`config.mk`:
```
export PLATFORM = sky130hd
export DESIGN_NAME = lmsd_min_tree
export DESIGN_NICKNAME = d
export VERILOG_FILES = /design/src/hw/rtl/lmsd_pkg.sv /design/src/hw/rtl/lmsd_min_tree.sv
export SDC_FILE = /design/constraint.sdc
export NUM_CORES = 2
export LEC_CHECK = 0
export BUFFER_PORTS_ARGS = -buffer_cell sky130_fd_sc_hd__buf_2
export CAP_MARGIN = 25
export CORE_AREA = 2 2 438 440
export DETAILED_ROUTE_END_ITERATION = 8
export DIE_AREA = 0 0 440 442
export PLACE_DENSITY = 0.57
export SYNTH_ARGS = -nofsm -noshare
export SYNTH_HDL_FRONTEND = slang
export SYNTH_SLANG_ARGS = --single-unit
```
`constraint.sdc`:
```
create_clock -name clk -period 18.1 [get_ports clk]
set_input_delay 3.62 -clock clk [delete_from_list [all_inputs] [get_ports clk]]
set_output_delay 3.62 -clock clk [all_outputs]
set_load 0.01 [all_outputs]
```
`src/hw/rtl/lmsd_pkg.sv`:
```
// Shared constants and types for the lattice minimum-image distance block.
package lmsd_pkg;

    localparam int FIELD_W    = 16;
    localparam int OUT_W      = 36;
    localparam int SIDE_REG_W = 9;
    localparam int CFG_IDX_W  = 1;
    localparam int CFG_DATA_W = 9;

    localparam logic [SIDE_REG_W-1:0] SIDE_RESET = 9'd64;

    localparam int NUM_AXES   = 3;
    localparam int NUM_COORDS = 6;

    // distinct image offsets per Cartesian axis: x sees -3..3 sides, y -2..2, z -1..1
    localparam int NX   = 7;
    localparam int NY   = 5;
    localparam int NZ   = 3;
    localparam int NIMG = 27;

    // remainder bits resolved per pipeline stage
    localparam int DIV_STEP = 4;

    typedef enum logic {
        BOUND_PERIODIC = 1'b0,
        BOUND_STATIC   = 1'b1
    } bound_mode_t;

    typedef enum logic [CFG_IDX_W-1:0] {
        CFG_BOUNDARY_MODE = 1'b0,
        CFG_BOX_SIDE      = 1'b1
    } cfg_index_t;

    typedef struct packed {
        bound_mode_t           mode;
        logic [SIDE_REG_W-1:0] box_side;
    } cfg_t;

endpackage

```
`src/hw/rtl/lmsd_min_tree.sv`:
```
// Registered three-level minimum tree over the 27 image norms.
module lmsd_min_tree
    import lmsd_pkg::*;
#(
    parameter int SUM_W = 40
)(
    input  logic             clk,
    input  logic             rst_n,
    input  logic             in_valid,
    output logic             in_ready,
    input  logic [SUM_W-1:0] norm [NIMG],
    output logic             out_valid,
    input  logic             out_ready,
    output logic [OUT_W-1:0] squared_distance
);

    localparam int NST = 3;

    function automatic logic [SUM_W-1:0] min3(
        input logic [SUM_W-1:0] a,
        input logic [SUM_W-1:0] b,
        input logic [SUM_W-1:0] c
    );
        logic [SUM_W-1:0] m;
        m = (b < a) ? b : a;
        return (c < m) ? c : m;
    endfunction

    logic [NST-1:0] vld_reg;
    logic [NST:0]   rdy;
    logic [NST-1:0] vld_in;

    assign rdy[NST]  = out_ready;
    assign vld_in    = {vld_reg[NST-2:0], in_valid};
    assign in_ready  = rdy[0];
    assign out_valid = vld_reg[NST-1];

    for (genvar k = 0; k < NST; k++)
    begin : g_rdy
        assign rdy[k] = !vld_reg[k] || rdy[k+1];
    end

    always_ff @(posedge clk or negedge rst_n)
    begin
        if (!rst_n)
        begin
            vld_reg <= '0;
        end
        else
        begin
            for (int k = 0; k < NST; k++)
            begin
                if (rdy[k])
                begin
                    vld_reg[k] <= vld_in[k];
                end
            end
        end
    end

    logic [SUM_W-1:0] l1_reg [9];
    logic [SUM_W-1:0] l2_reg [3];
    logic [SUM_W-1:0] min_reg;

    always_ff @(posedge clk)
    begin
        if (rdy[0])
        begin
            for (int g = 0; g < 9; g++)
            begin
                l1_reg[g] <= min3(norm[3*g], norm[3*g + 1], norm[3*g + 2]);
            end
        end
        if (rdy[1])
        begin
            for (int g = 0; g < 3; g++)
            begin
                l2_reg[g] <= min3(l1_reg[3*g], l1_reg[3*g + 1], l1_reg[3*g + 2]);
            end
        end
        if (rdy[2])
        begin
            min_reg <= min3(l2_reg[0], l2_reg[1], l2_reg[2]);
        end
    end

    assign squared_distance = OUT_W'(min_reg);

endmodule

```
After elaboration in Yosys (flattened, before gate mapping)

Memory sizes are Yosys's and may differ from the RTL's.
Cells that the tools add are included.

Register bits: 39
RAM bits: 480
Input port bits: 1084
Output and inout bits: 38
Word-level logic and storage cells: 68
Memories: 2

Memory list:

| memory | depth | bits a word | rd ports | clocked after memory_dff | wr ports | RTL line            | source |
|---|---|---|---|---|---|---|---|
| l1_reg | 9     | 40          | 9        | 0                        | 9        | lmsd_min_tree.sv:61 | `logic [SUM_W-1:0] l1_reg [9];` |
| l2_reg | 3     | 40          | 3        | 0                        | 3        | lmsd_min_tree.sv:62 | `logic [SUM_W-1:0] l2_reg [3];` |

Order comparisons: 26
Multiplexer cells: 30
Reduce and logical (&&, ||, !) cells: 6

Operators with widths:

| cell                | number |
|---|---|
| < comparator 40 bit | 26 |
| 2-to-1 mux 40 bit   | 25 |
| 2-to-1 mux 36 bit   | 1 |
| 2-to-1 mux 1 bit    | 4 |
| zero test 1 bit     | 3 |
| logical OR 1 bit    | 3 |

Depth between registers and ports, before layout

Depth in word-level cells: 6
Mapped depth: 24
Mapped depth without buffers: 20

Least setup slack after synthesis

Ideal clock, no wire load.

Path type: input to register
Start: input out_ready
End: memory l1_reg[0][0] (enable)
Library setup time: 4.330 ns
Arrival time: 13.538 ns
Data required time: 13.770 ns
Setup slack: 0.233 ns
Cell stages on the path: 1
Buffers on the path: 0
Cells stage by stage: nand4b_1

RTL lines:

| item               | RTL line            | source |
|---|---|---|
| start: declaration | lmsd_min_tree.sv:13 | `input logic out_ready,` |
| end: declaration   | lmsd_min_tree.sv:61 |  |

==> results.txt <==
Status -> completed
Placer Congestion -> 0.992
Post-synthesis sequential area ratio -> 29.8%
PostCTS Resize Cnt -> 0
Crit path arrival time -> 9.98 ns
Port Buf Inserts -> 1121
Crit end category -> register
Die H -> 442 µm
CTS Sinks -> 519
Area of the multi-input gates -> 32700 µm²
Num rows -> 160
Delay of the slowest critical-path stage -> 0.88 ns
CTS tree -> yes
Num CTS Buffers -> 69
Setup-failing EPs final -> 0
Clk Latency, worst-skew pair -> 0.67 ns
Hold_buf cts -> 0
Total power -> 7.56 mW
Dpl cells -> 9085
Top FF cell, synth -> edfxtp_1
Final hold violations -> 0
Max FFs per register -> 360
Final core utilization -> 33.5%
Critical Path Slowest Stage Cell -> a221oi_1
Max VDD drop -> 0.000163 V
WL per Instance -> 23.8 µm
Die Area -> 194000 µm²
Clk_skew -> 0.0370 ns
Final Cycle Share -> 53.5%
Hold wc startpoint -> vld_reg[0]$_DFFE_PN0P_
Hold Crit Class -> reg -> reg
Max_slew headroom -> 27.6%
First-pass iteration count of the detailed router -> 6
Gr ovfl total -> 0
Synth Cell Area -> 52300 µm²
Initial antenna violation count -> 116
Setup TNS Final -> 0 ns
Synth async-reset ratio -> 0.578%
CP bufs+invs -> 5
CP Launch Point -> norm[595]
Number of post-CTS setup repair buffers -> 0
Worst-path clk slew -> 0.07 ns
Count of pins over their slew limit -> 0
Tmin final -> 9.68 ns
Vias post-DR -> 46600
Starting Density -> 27.6%
Power per cell area -> 119 nW/µm²
H-tree levels -> 3
Detailed Route Iter0 Violations -> 3090
CTS Buffer Depth -> 3
I/O pin count -> 1122
P&R area growth vs syn -> 21.5%
CP Cell Sequence -> buf_2 -> inv_1 -> ha_1 -> nand4_1 -> or4_1 -> o211ai_1 -> a21oi_4 -> buf_4 -> o21ai_0 -> inv_1 -> ha_1 -> a21o_1 -> a21o_1 -> a2111oi_0 -> o21ai_0 -> a21oi_1 -> o2111ai_1 -> a21oi_2 -> buf_4 -> o22ai_1 -> a221oi_1
Cell count after synthesis -> 5568
Core area -> 190000 µm²
Synthesized Nets -> 7666
Fmax -> 103 MHz
CP startpoint kind -> input port
First-pass GRT wire length -> 310000 µm
Number of synthesized flops with an enable pin -> 516
Total track usage -> 21.9%
Worst Tran Pin Value -> 1.09 ns
Syn. warnings -> 0
DRC viols -> 0
Syn Area/Cell -> 9.39 µm²
Post-route ant nets -> 0
Crit-path max FO -> 80
Sequential cell area -> 15600 µm²
R2R Path Start -> l1_reg[0][285]$_DFFE_PP_
RSZ-0062 raised after global routing -> no
Largest net degree at the start of global routing -> 81
Fraction of layout instances using a drive strength above 1 -> 19.8%
Crit Path Class -> in -> reg
Die Wd -> 440 µm
Pleak -> 33.2 nW
Final Non-Filler Cells -> 9260
MaxCap Viol Count -> 0
Synthesized flop and latch total -> 519
Layout fillers -> 19600
Post-DP HPWL -> 193000 µm
Req. time, crit path -> 18.40 ns
Vias per cell -> 5.03
CTS root buf -> clkbuf_16
Synth unique cells -> 62
Final #Nets -> 8744
CP top delay family -> compound AO/OA/AOI/OAI gates
Number of global-route vias before repair -> 46200
Post-Route WL -> 220000 µm
Hold WS -> 0.493 ns
layer usage:
metal | part of all wire (%) | GRT usage, % | wire, µm | up-vias
met5 | 0.11 | 0 | 250 | -
met4 | 4.1 | 8.60 | 9130 | 40
met3 | 5.0 | 3.26 | 10900 | 362
met2 | 48 | 37.9 | 106000 | 1418
met1 | 43 | 27.1 | 93700 | 22200
li1 | - | - | - | 22600
area by class of cell:
cell class / count / share of cell area (%)
timing repair buffer: 1168 / 9.38
antenna: 50 / 0.197
inverter: 987 / 5.83
sequential: 519 / 24.5
clock inverter: 47 / 0.912
tap: 2511 / 4.94
clock buffer: 77 / 2.83
multi-input combinational: 3901 / 51.4
power breakdown:
| group | internal, mW | switching [mW] |
|---|---|---|
| clock | 0.866 | 0.585 |
| combinational | 1.50 | 2.41 |
| sequential | 1.88 | 0.327 |
| total | 4.24 | 3.32 |
metrics by stage:
| step | cell area (µm²) | worst slack, ns |
|---|---|---|
| after CTS | 63400 | 8.22 |
| after floorplan | 52300 | 0.233 |
| final | 63500 | 8.42 |
| after global placement | 61000 | 7.70 |
| after detailed placement | 61000 | 7.51 |
| after global routing | 63500 | 7.94 |
layout by cell type (no fill, tap or decap), drive strengths merged, types with 18 or more instances in the layout:
| master | Yosys | routed |
|---|---|---|
| buf | 64 | 1168 |
| ha | 1014 | 1014 |
| inv | 987 | 988 |
| mux2i | 743 | 743 |
| edfxtp | 516 | 516 |
| a21oi | 489 | 489 |
| nor2 | 237 | 237 |
| nand2 | 203 | 203 |
| o21ai | 198 | 198 |
| a21o | 196 | 196 |
| nand4 | 160 | 160 |
| a31oi | 88 | 88 |
| clkbuf | 97 | 77 |
| nand3 | 60 | 60 |
| a211oi | 57 | 57 |
| a221oi | 55 | 55 |
| diode | 0 | 50 |
| o22ai | 45 | 45 |
| nor3 | 40 | 40 |
| nor2b | 37 | 37 |
| clkinv | 0 | 28 |
| o211ai | 27 | 27 |
| and4 | 25 | 25 |
| nand2b | 23 | 23 |
| o21a | 21 | 21 |
| a2111oi | 18 | 18 |
worst register-to-register path: stages, from the launching register on:
cell and delay [ns]:
edfxtp_1 0.41, ha_1 0.31, a21oi_1 0.15, nor2_1 0.05, a211oi_1 0.30, o21ai_0 0.19, a2111o_1 0.51, a21oi_4 0.69
buf_4 0.54, nor2_1 0.10, a21oi_1 0.65, ha_1 0.39, a21o_1 0.17, a21o_1 0.17, a21oi_1 0.13, o21a_1 0.11
o21ai_0 0.14, a22o_1 0.26, or4_1 0.62, a21oi_4 0.16, buf_4 0.55, mux2i_1 0.26
path summary, 6_finish.rpt:
path | to | slack (ns) | cells after the start
worst max register to register | l2_reg[0][99]$_DFFE_PP_ | 10.94 | 21
worst min register to register | vld_reg[1]$_DFFE_PN0P_ | 0.49 | 1
min in group asynchronous | vld_reg[0]$_DFFE_PN0P_ | 2.75 | 1
worst min-delay path | vld_reg[1]$_DFFE_PN0P_ | 0.49 | 1
max in group asynchronous | vld_reg[1]$_DFFE_PN0P_ | 15.23 | 1
worst max-delay path | l1_reg[0][192]$_DFFE_PP_ | 8.42 | 21
synthesized netlist by cell type, types with 7 or more instances:
cell type  instances  share of area (%)
ha_1            1014                 24
inv_1            987                7.1
mux2i_1          743                 14
edfxtp_1         516                 30
a21oi_1          489                4.7
nor2_1           237                1.7
nand2_1          203                1.5
a21o_1           196                2.8
o21ai_0          194                1.9
nand4_1          160                1.9
clkbuf_1          97               0.70
a31oi_1           88                1.1
nand3_1           60               0.57
a211oi_1          57               0.82
a221oi_1          55               0.92
o22ai_1           45               0.54
nor3_1            40               0.38
buf_2             37               0.35
nor2b_1           37               0.44
buf_1             27               0.19
o211ai_1          27               0.39
and4_1            25               0.42
nand2b_1          23               0.28
o21a_1            21               0.30
a2111oi_0         18               0.30
nor4_1            17               0.20
and3_1            15               0.18
mux2_2            11               0.24
o2111ai_1         11               0.18
a41oi_1           10               0.17
a211o_1            7               0.12
or2_2              7              0.084
or4_1              7               0.10
cells by family after synthesis:
| kind of cell | synth area share (%) |
|---|---|
| compound gates | 15.0 |
| buf+inv | 8.33 |
| fa+ha+maj | 24.3 |
| simple gates | 8.06 |
| mux | 14.6 |
| flops | 29.8 |
No activity file was read; power rests on OpenSTA's default activity.
