==> src/hw/rtl/lmsd_pkg.sv <==
// Shared constants and types for the lattice minimum-image distance block.
package lmsd_pkg;

    localparam int FIELD_W    = 16;
    localparam int OUT_W      = 36;
    localparam int SIDE_REG_W = 9;
    localparam int CFG_IDX_W  = 1;
    localparam int CFG_DATA_W = 9;

    localparam logic [SIDE_REG_W-1:0] SIDE_RESET = 9'd64;

    localparam int NUM_AXES   = 3;
    localparam int NUM_COORDS = 6;

    // distinct image offsets per Cartesian axis: x sees -3..3 sides, y -2..2, z -1..1
    localparam int NX   = 7;
    localparam int NY   = 5;
    localparam int NZ   = 3;
    localparam int NIMG = 27;

    // remainder bits resolved per pipeline stage
    localparam int DIV_STEP = 4;

    typedef enum logic {
        BOUND_PERIODIC = 1'b0,
        BOUND_STATIC   = 1'b1
    } bound_mode_t;

    typedef enum logic [CFG_IDX_W-1:0] {
        CFG_BOUNDARY_MODE = 1'b0,
        CFG_BOX_SIDE      = 1'b1
    } cfg_index_t;

    typedef struct packed {
        bound_mode_t           mode;
        logic [SIDE_REG_W-1:0] box_side;
    } cfg_t;

endpackage

==> src/hw/rtl/lmsd_wrap.sv <==
// Coordinate wrap pipeline: per-coordinate remainder by the box side, then axis differences.
module lmsd_wrap
    import lmsd_pkg::*;
#(
    parameter int MAX_SIDE   = 256,
    parameter int COORD_BITS = 16,
    parameter int SIDE_W     = 9,
    parameter int DIFF_W     = 20
)(
    input  logic                     clk,
    input  logic                     rst_n,
    input  cfg_t                     cfg,
    input  logic                     in_valid,
    output logic                     in_ready,
    input  logic [FIELD_W-1:0]       coord [NUM_COORDS],
    output logic                     out_valid,
    input  logic                     out_ready,
    output logic signed [DIFF_W-1:0] diff [NUM_AXES],
    output logic [SIDE_W-1:0]        side
);

    localparam int NDIV  = (COORD_BITS + DIV_STEP - 1) / DIV_STEP;
    localparam int NST   = NDIV + 2;
    localparam int CMP_W = (SIDE_W > SIDE_REG_W) ? SIDE_W : SIDE_REG_W;

    // effective side: zero reads as one, large values saturate
    logic [CMP_W-1:0]  side_raw;
    logic [SIDE_W-1:0] side_lim;
    logic              periodic;

    always_comb
    begin
        side_raw = CMP_W'(cfg.box_side);
        if (side_raw == '0)
        begin
            side_lim = SIDE_W'(1);
        end
        else if (side_raw > CMP_W'(MAX_SIDE))
        begin
            side_lim = SIDE_W'(MAX_SIDE);
        end
        else
        begin
            side_lim = SIDE_W'(side_raw);
        end
    end

    assign periodic = (cfg.mode == BOUND_PERIODIC);

    // stage handshake: a stage loads when it is empty or its successor moves
    logic [NST-1:0] vld_reg;
    logic [NST:0]   rdy;
    logic [NST-1:0] vld_in;

    assign rdy[NST]  = out_ready;
    assign vld_in    = {vld_reg[NST-2:0], in_valid};
    assign in_ready  = rdy[0];
    assign out_valid = vld_reg[NST-1];

    for (genvar k = 0; k < NST; k++)
    begin : g_rdy
        assign rdy[k] = !vld_reg[k] || rdy[k+1];
    end

    always_ff @(posedge clk or negedge rst_n)
    begin
        if (!rst_n)
        begin
            vld_reg <= '0;
        end
        else
        begin
            for (int k = 0; k < NST; k++)
            begin
                if (rdy[k])
                begin
                    vld_reg[k] <= vld_in[k];
                end
            end
        end
    end

    logic [COORD_BITS-1:0]        mag_reg [NDIV+1][NUM_COORDS];
    logic [NUM_COORDS-1:0]        neg_reg [NDIV+1];
    logic [SIDE_W-1:0]            rem_reg [NDIV+1][NUM_COORDS];
    logic signed [COORD_BITS:0]   sd_reg  [NDIV+1][NUM_AXES];

    // entry: read fields as COORD_BITS-bit numbers, split into sign and magnitude
    logic [COORD_BITS-1:0]      c_in   [NUM_COORDS];
    logic [COORD_BITS-1:0]      mag_in [NUM_COORDS];
    logic [NUM_COORDS-1:0]      neg_in;
    logic signed [COORD_BITS:0] sd_in  [NUM_AXES];

    always_comb
    begin
        for (int c = 0; c < NUM_COORDS; c++)
        begin
            c_in[c]   = COORD_BITS'(coord[c]);
            neg_in[c] = c_in[c][COORD_BITS-1];
            mag_in[c] = neg_in[c] ? (~c_in[c] + 1'b1) : c_in[c];
        end
        for (int a = 0; a < NUM_AXES; a++)
        begin
            sd_in[a] = {c_in[a][COORD_BITS-1], c_in[a]}
                     - {c_in[a+NUM_AXES][COORD_BITS-1], c_in[a+NUM_AXES]};
        end
    end

    always_ff @(posedge clk)
    begin
        if (rdy[0])
        begin
            for (int c = 0; c < NUM_COORDS; c++)
            begin
                mag_reg[0][c] <= mag_in[c];
                rem_reg[0][c] <= '0;
            end
            neg_reg[0] <= neg_in;
            for (int a = 0; a < NUM_AXES; a++)
            begin
                sd_reg[0][a] <= sd_in[a];
            end
        end
    end

    // restoring remainder, most significant bits first, DIV_STEP bits per stage
    for (genvar j = 1; j <= NDIV; j++)
    begin : g_div
        localparam int BASE = (j - 1) * DIV_STEP;

        logic [SIDE_W-1:0] rem_next [NUM_COORDS];

        always_comb
        begin
            logic [SIDE_W:0]   t;
            logic [SIDE_W-1:0] acc;
            for (int c = 0; c < NUM_COORDS; c++)
            begin
                acc = rem_reg[j-1][c];
                for (int q = 0; q < DIV_STEP; q++)
                begin
                    t = {acc, 1'b0};
                    if (BASE + q < COORD_BITS)
                    begin
                        t[0] = mag_reg[j-1][c][COORD_BITS-1-BASE-q];
                        if (t >= {1'b0, side_lim})
                        begin
                            t = t - {1'b0, side_lim};
                        end
                        acc = t[SIDE_W-1:0];
                    end
                end
                rem_next[c] = acc;
            end
        end

        always_ff @(posedge clk)
        begin
            if (rdy[j])
            begin
                for (int c = 0; c < NUM_COORDS; c++)
                begin
                    mag_reg[j][c] <= mag_reg[j-1][c];
                    rem_reg[j][c] <= rem_next[c];
                end
                neg_reg[j] <= neg_reg[j-1];
                for (int a = 0; a < NUM_AXES; a++)
                begin
                    sd_reg[j][a] <= sd_reg[j-1][a];
                end
            end
        end
    end

    // fold negative remainders into [0, L) and take axis differences
    logic [SIDE_W-1:0]          wrapped   [NUM_COORDS];
    logic signed [SIDE_W:0]     pd        [NUM_AXES];
    logic signed [DIFF_W-1:0]   diff_next [NUM_AXES];
    logic signed [DIFF_W-1:0]   diff_reg  [NUM_AXES];
    logic [SIDE_W-1:0]          side_next;
    logic [SIDE_W-1:0]          side_reg;

    always_comb
    begin
        for (int c = 0; c < NUM_COORDS; c++)
        begin
            if (neg_reg[NDIV][c] && (rem_reg[NDIV][c] != '0))
            begin
                wrapped[c] = side_lim - rem_reg[NDIV][c];
            end
            else
            begin
                wrapped[c] = rem_reg[NDIV][c];
            end
        end
        for (int a = 0; a < NUM_AXES; a++)
        begin
            pd[a] = {1'b0, wrapped[a]} - {1'b0, wrapped[a+NUM_AXES]};
            diff_next[a] = periodic ? DIFF_W'(pd[a]) : DIFF_W'(sd_reg[NDIV][a]);
        end
        // the static box passes a zero side, which collapses all images onto the plain difference
        side_next = periodic ? side_lim : '0;
    end

    always_ff @(posedge clk)
    begin
        if (rdy[NST-1])
        begin
            for (int a = 0; a < NUM_AXES; a++)
            begin
                diff_reg[a] <= diff_next[a];
            end
            side_reg <= side_next;
        end
    end

    assign diff = diff_reg;
    assign side = side_reg;

endmodule

==> config.mk <==
export PLATFORM = sky130hd
export DESIGN_NAME = lmsd_wrap
export DESIGN_NICKNAME = d
export VERILOG_FILES = /design/src/hw/rtl/lmsd_pkg.sv /design/src/hw/rtl/lmsd_wrap.sv
export SDC_FILE = /design/constraint.sdc
export NUM_CORES = 2
export LEC_CHECK = 0
export BUFFER_PORTS_ARGS = -buffer_cell sky130_fd_sc_hd__buf_4
export CAP_MARGIN = 5
export CORE_ASPECT_RATIO = 0.6
export CORE_MARGIN = 5
export CORE_UTILIZATION = 53
export CTS_CLUSTER_DIAMETER = 150
export DETAILED_ROUTE_END_ITERATION = 8
export GPL_TIMING_DRIVEN = 0
export PLACE_DENSITY = 0.69
export SLEW_MARGIN = 10
export SYNTH_ARGS = -nofsm -noshare
export SYNTH_HDL_FRONTEND = slang
export SYNTH_SLANG_ARGS = --single-unit
==> constraint.sdc <==
create_clock -name clk -period 12.8 [get_ports clk]
set_input_delay 1.28 -clock clk [delete_from_list [all_inputs] [get_ports clk]]
set_output_delay 1.28 -clock clk [all_outputs]
set_load 0.03 [all_outputs]
Yosys cells after proc, flatten, opt, wreduce, memory -nomap -nowiden:

Memory sizes are Yosys's and may differ from the RTL's.
Index checks and enable logic that the tools add are counted.

* mux-type cells: 123
* order comparisons: 97
* $add $sub $neg: 114
* bitwise operators: 6
* reduce and logical (&&, ||, !) cells: 25

Operator list (number)
* greater-or-equal comparator 10 x 9 -> 1 bit: 96
* two-way mux 9 bit: 104
* subtractor 9 bit: 102
* adder 16 x 1 -> 16 bit, second input constant: 6
* two-way mux 16 bit: 6
* NOT 16 bit: 6
* two-way mux 20 bit: 3
* nonzero test 9 bit: 6
* subtractor 16 x 16 -> 17 bit: 3
* subtractor 9 x 9 -> 10 bit: 3
* two-way mux 1 bit: 10
* greater-than comparator 9 bit, second input constant: 1
* logical NOT 9 bit: 1
* logical AND 1 bit: 6
* logical NOT 1 bit: 6
* logical OR 1 bit: 6

* input port bits: 110
* memories kept: 4
* flip-flop bits (word level): 75
* bits in writable memories: 1035

Memories
* mag_reg: depth 5, bits a word 96, rd ports 4, clocked after Yosys merged registers in 0, wr ports 5, RTL line lmsd_wrap.sv:83 `logic [COORD_BITS-1:0] mag_reg [NDIV+1][NUM_COORDS];`
* rem_reg: depth 5, bits a word 54, rd ports 5, clocked after Yosys merged registers in 0, wr ports 5, RTL line lmsd_wrap.sv:85 `logic [SIDE_W-1:0] rem_reg [NDIV+1][NUM_COORDS];`
* sd_reg: depth 5, bits a word 51, rd ports 5, clocked after Yosys merged registers in 0, wr ports 5, RTL line lmsd_wrap.sv:86 `logic signed [COORD_BITS:0] sd_reg [NDIV+1][NUM_AXES];`
* neg_reg: depth 5, bits a word 6, rd ports 5, clocked after Yosys merged registers in 0, wr ports 5, RTL line lmsd_wrap.sv:84 `logic [NUM_COORDS-1:0] neg_reg [NDIV+1];`

Logic depth before layout (Yosys ltp):

* depth after elaboration: 11
* depth in mapped cells: 44
* gate-level depth less buffers: 40

Least setup slack after synthesis:

Ideal clock, no wire load.

* kind: input port to flip-flop
* from: input port cfg[8] (netlist bit)
* to: memory rem_reg[4][37] (netlist bit), data pin
* slack: -4.127 ns
* stages on the path: 32
* arrival time: 16.669 ns
* buffers on the path: 4
* cell sequence: buf_6 clkinv_1 nand2_1 inv_1 fa_1 nor2b_1 o21ai_1 a21oi_1 o31a_1 or3b_1 clkbuf_1 clkbuf_1 a21oi_1 fa_1 a21oi_1 nor2b_1 o21a_1 o31a_1 o31a_1 a2111oi_2 clkbuf_1 mux2_2 ha_1 a21oi_1 nor2_1 nor2_1 o221ai_1 o21ai_0 nand2b_1 nor3_1 nand2_1 o221a_2

RTL lines
* from (decl): RTL line lmsd_wrap.sv:12 `input cfg_t cfg,`
* to (decl): RTL line lmsd_wrap.sv:85

==> impl_metrics.ini <==
[timing]
timing.max_slew.rel_slack_pct = 13.52
setup_violations = 0
worst_pin_slew_ns = 1.297
maxSlewViolCount = 0
worst_clock_skew_ns = 0.03051
rsz0062_at_grt = no
timing.fmax_mhz = 80.64
period_share_pct = 96.89
hold_viol = 0
fin_crit_ns = 12.40

[setup_path]
worstPathBufferInverterCount = 10
critical_path.slowest_cell = a2111oi_4
r2r_slack_ns = 2.38
path_delay_family = compound AO/OA/AOI/OAI gates
r2r_start = mag_reg[3][67]
crit_path_end_kind = register
reg2reg_depth = 36
critPathLaunchType = input port
worstPathArrival_ns = 12.77
required_ns = 13.17
cpPeakStageDelay_ns = 0.53
worstSetupPathType = input port to register
worst-path-max-fanout = 60
r2r_end = rem_reg[4][40]

[drt]
ant_nets = 0
routed.top_layer = met4
wl_met2_um = 80630
met3_length_um = 17460
num_vias = 57590
routedWlPerCell_um = 21.28
drc = 0
first_iter_violations = 5336
first_pass_iters = 6
drt-total-wl_um = 203400
viasPerCell = 6.024
wl_met1_um = 100500

[yosys]
ys_ff_latch = 807
netlist_area_mm2 = 0.07372
synthDominantCellAreaShare_pct = 32.63
async_flop_share_pct = 0.7435
syn_inst = 7354
syn_nets = 8517
ys.flop_type = edfxtp_1
synthTopCellsByArea = edfxtp_1 (33%), ha_1 (16%), mux2_2 (6.7%), xnor2_1 (5.2%), a21oi_1 (3.7%)
yosysWarnings = 0
postSynthAreaPerCell_um2 = 10.02
yosysMostFrequentCell = ha_1
yosysSeqAreaShare_pct = 32.83
synth_cell_types = 104
synth-edff-count = 801
synth_common_cells = ha_1 (951), edfxtp_1 (801), inv_1 (566), a21oi_1 (552)
synth_largest_area_cell = edfxtp_1

[final_layout]
nNetsFinal = 8823
antenna_cells = 0
largest_register_ffs = 255
area_delta_synth_final_pct = 10.32
layout-drive-gt1-share_pct = 12.84
final_area_mm2 = 0.08133

[clock_network]
numCtsBuffers = 81
cts_tree = built
cts_buffer_depth = 3
cts.reportedPaths.clkPinSlew_ns = 0.06
hold_buffers = 0
worst_skew_pair.late_latency_ns = 0.69
cts_sinks = 807
cts-htree-levels = 3
cts-root-buf = clkbuf_16

[job]
drv_cap = 0

[placement]
dp_hpwl_um = 151900
placed_cell_area_mm2 = 0.07848
io_buffers = 179
gp_congestion = 0.9087

[die]
io_pins = 181
dieArea_mm2 = 0.1469
initial_core_util_pct = 53.14
rows = 106
core_area_mm2 = 0.1387
die_w_um = 491.5
fp.dieH_um = 298.9

[min_path]
hold_class = input port to asynchronous set/reset pin

[grt]
grt_max_degree = 90
antenna_found_initial = 3
grtUsageTotal_pct = 26.89
grt.overflow.total = 0
grt_pass1_vias = 54820
grt_pass1_wl_um = 315600

[run_status]
outcome = finished clean
## layout make-up
type,count,area (um2)
Multi-Input combinational cell,5894,47170
Fill cell,11610,57400
Tap cell,1836,2297
Timing Repair Buffer,223,2300
Clock inverter,59,711.9
Buffer,86,426.7
Inverter,567,2145
Clock buffer,89,2078
Sequential cell,807,24200
## how the worst max path moves through the flow
stage	cells after the start	slack (ns)	end	from
2_1_floorplan	39	0.10	rem_reg[4][37]	cfg[4]
3_3_place_gp	6	-6.55	in_ready	out_ready
3_5_place_dp	40	-1.11	rem_reg[4][38]	cfg[8]
4_1_cts	39	0.15	rem_reg[4][40]	cfg[8]
5_1_grt	39	0.08	rem_reg[4][40]	cfg[8]
6_report	39	0.40	rem_reg[4][40]	cfg[8]
## per-layer routing
layer	track usage, %	up-vias
li1	-	27790
met3	4.891	245
met4	6.114	0
met5	0	-
met1	42.32	27460
met2	37.92	2097
## timing repair
action / in CTS / in global routing
gates resized for setup: 2 / 8
pin swaps: 2 / 1
setup buffers: 1 / 3
setup endpoints to repair: 9 / 18
## through the flow
step | setup WS, ns | TNS [ns] | cells | util [%] | hold WS (ns)
after global routing | 0.07954 | 0 | 9561 | 58.62 | 0.3460
after CTS | 0.1523 | 0 | 9558 | 58.59 | 0.3416
after floorplan | 0.1005 | 0 | 7354 | - | 0.4003
after global placement | -6.547 | -3204.39 | 9369 | 55.78 | 0.4006
final | 0.3985 | 0 | 9561 | 58.62 | 0.3858
after detailed placement | -1.108 | -12.19 | 9409 | 56.57 | 0.4045
## cells by family after synthesis
| kind of cell | share of synthesized area [%] |
|---|---|
| buf+inv | 3.440 |
| simple gates | 11.64 |
| xor+xnor | 8.423 |
| fa+ha+maj | 18.91 |
| mux | 8.564 |
| compound gates | 16.19 |
| flops | 32.83 |
## cell usage in the layout (no fill, tap or decap), types with 102 or more instances in the layout
cell type / n
nor3_1: 129
ha_1: 951
nor2b_1: 136
xor2_1: 270
mux2_2: 439
xnor2_1: 439
nor2_1: 437
a21o_1: 267
buf_4: 199
fa_1: 102
inv_1: 562
o21ai_0: 420
nand2_1: 415
a21oi_1: 552
edfxtp_1: 801
nand2b_1: 158
nand4_1: 143
## worst register-to-register path: cells and delay by family (launching register included)
kind	cells	cell delay (ns)
AND/OR/NAND/NOR	5	0.88
multiplexers	2	0.81
buffers and inverters	7	1.38
flip-flops	1	0.45
adder cells (fa/ha/maj)	5	1.66
AO/OA/AOI/OAI	17	4.94
Power is left out: the tool's default activity adds up to more than one toggle a clock period on the data nets, which glitch-free logic cannot reach.
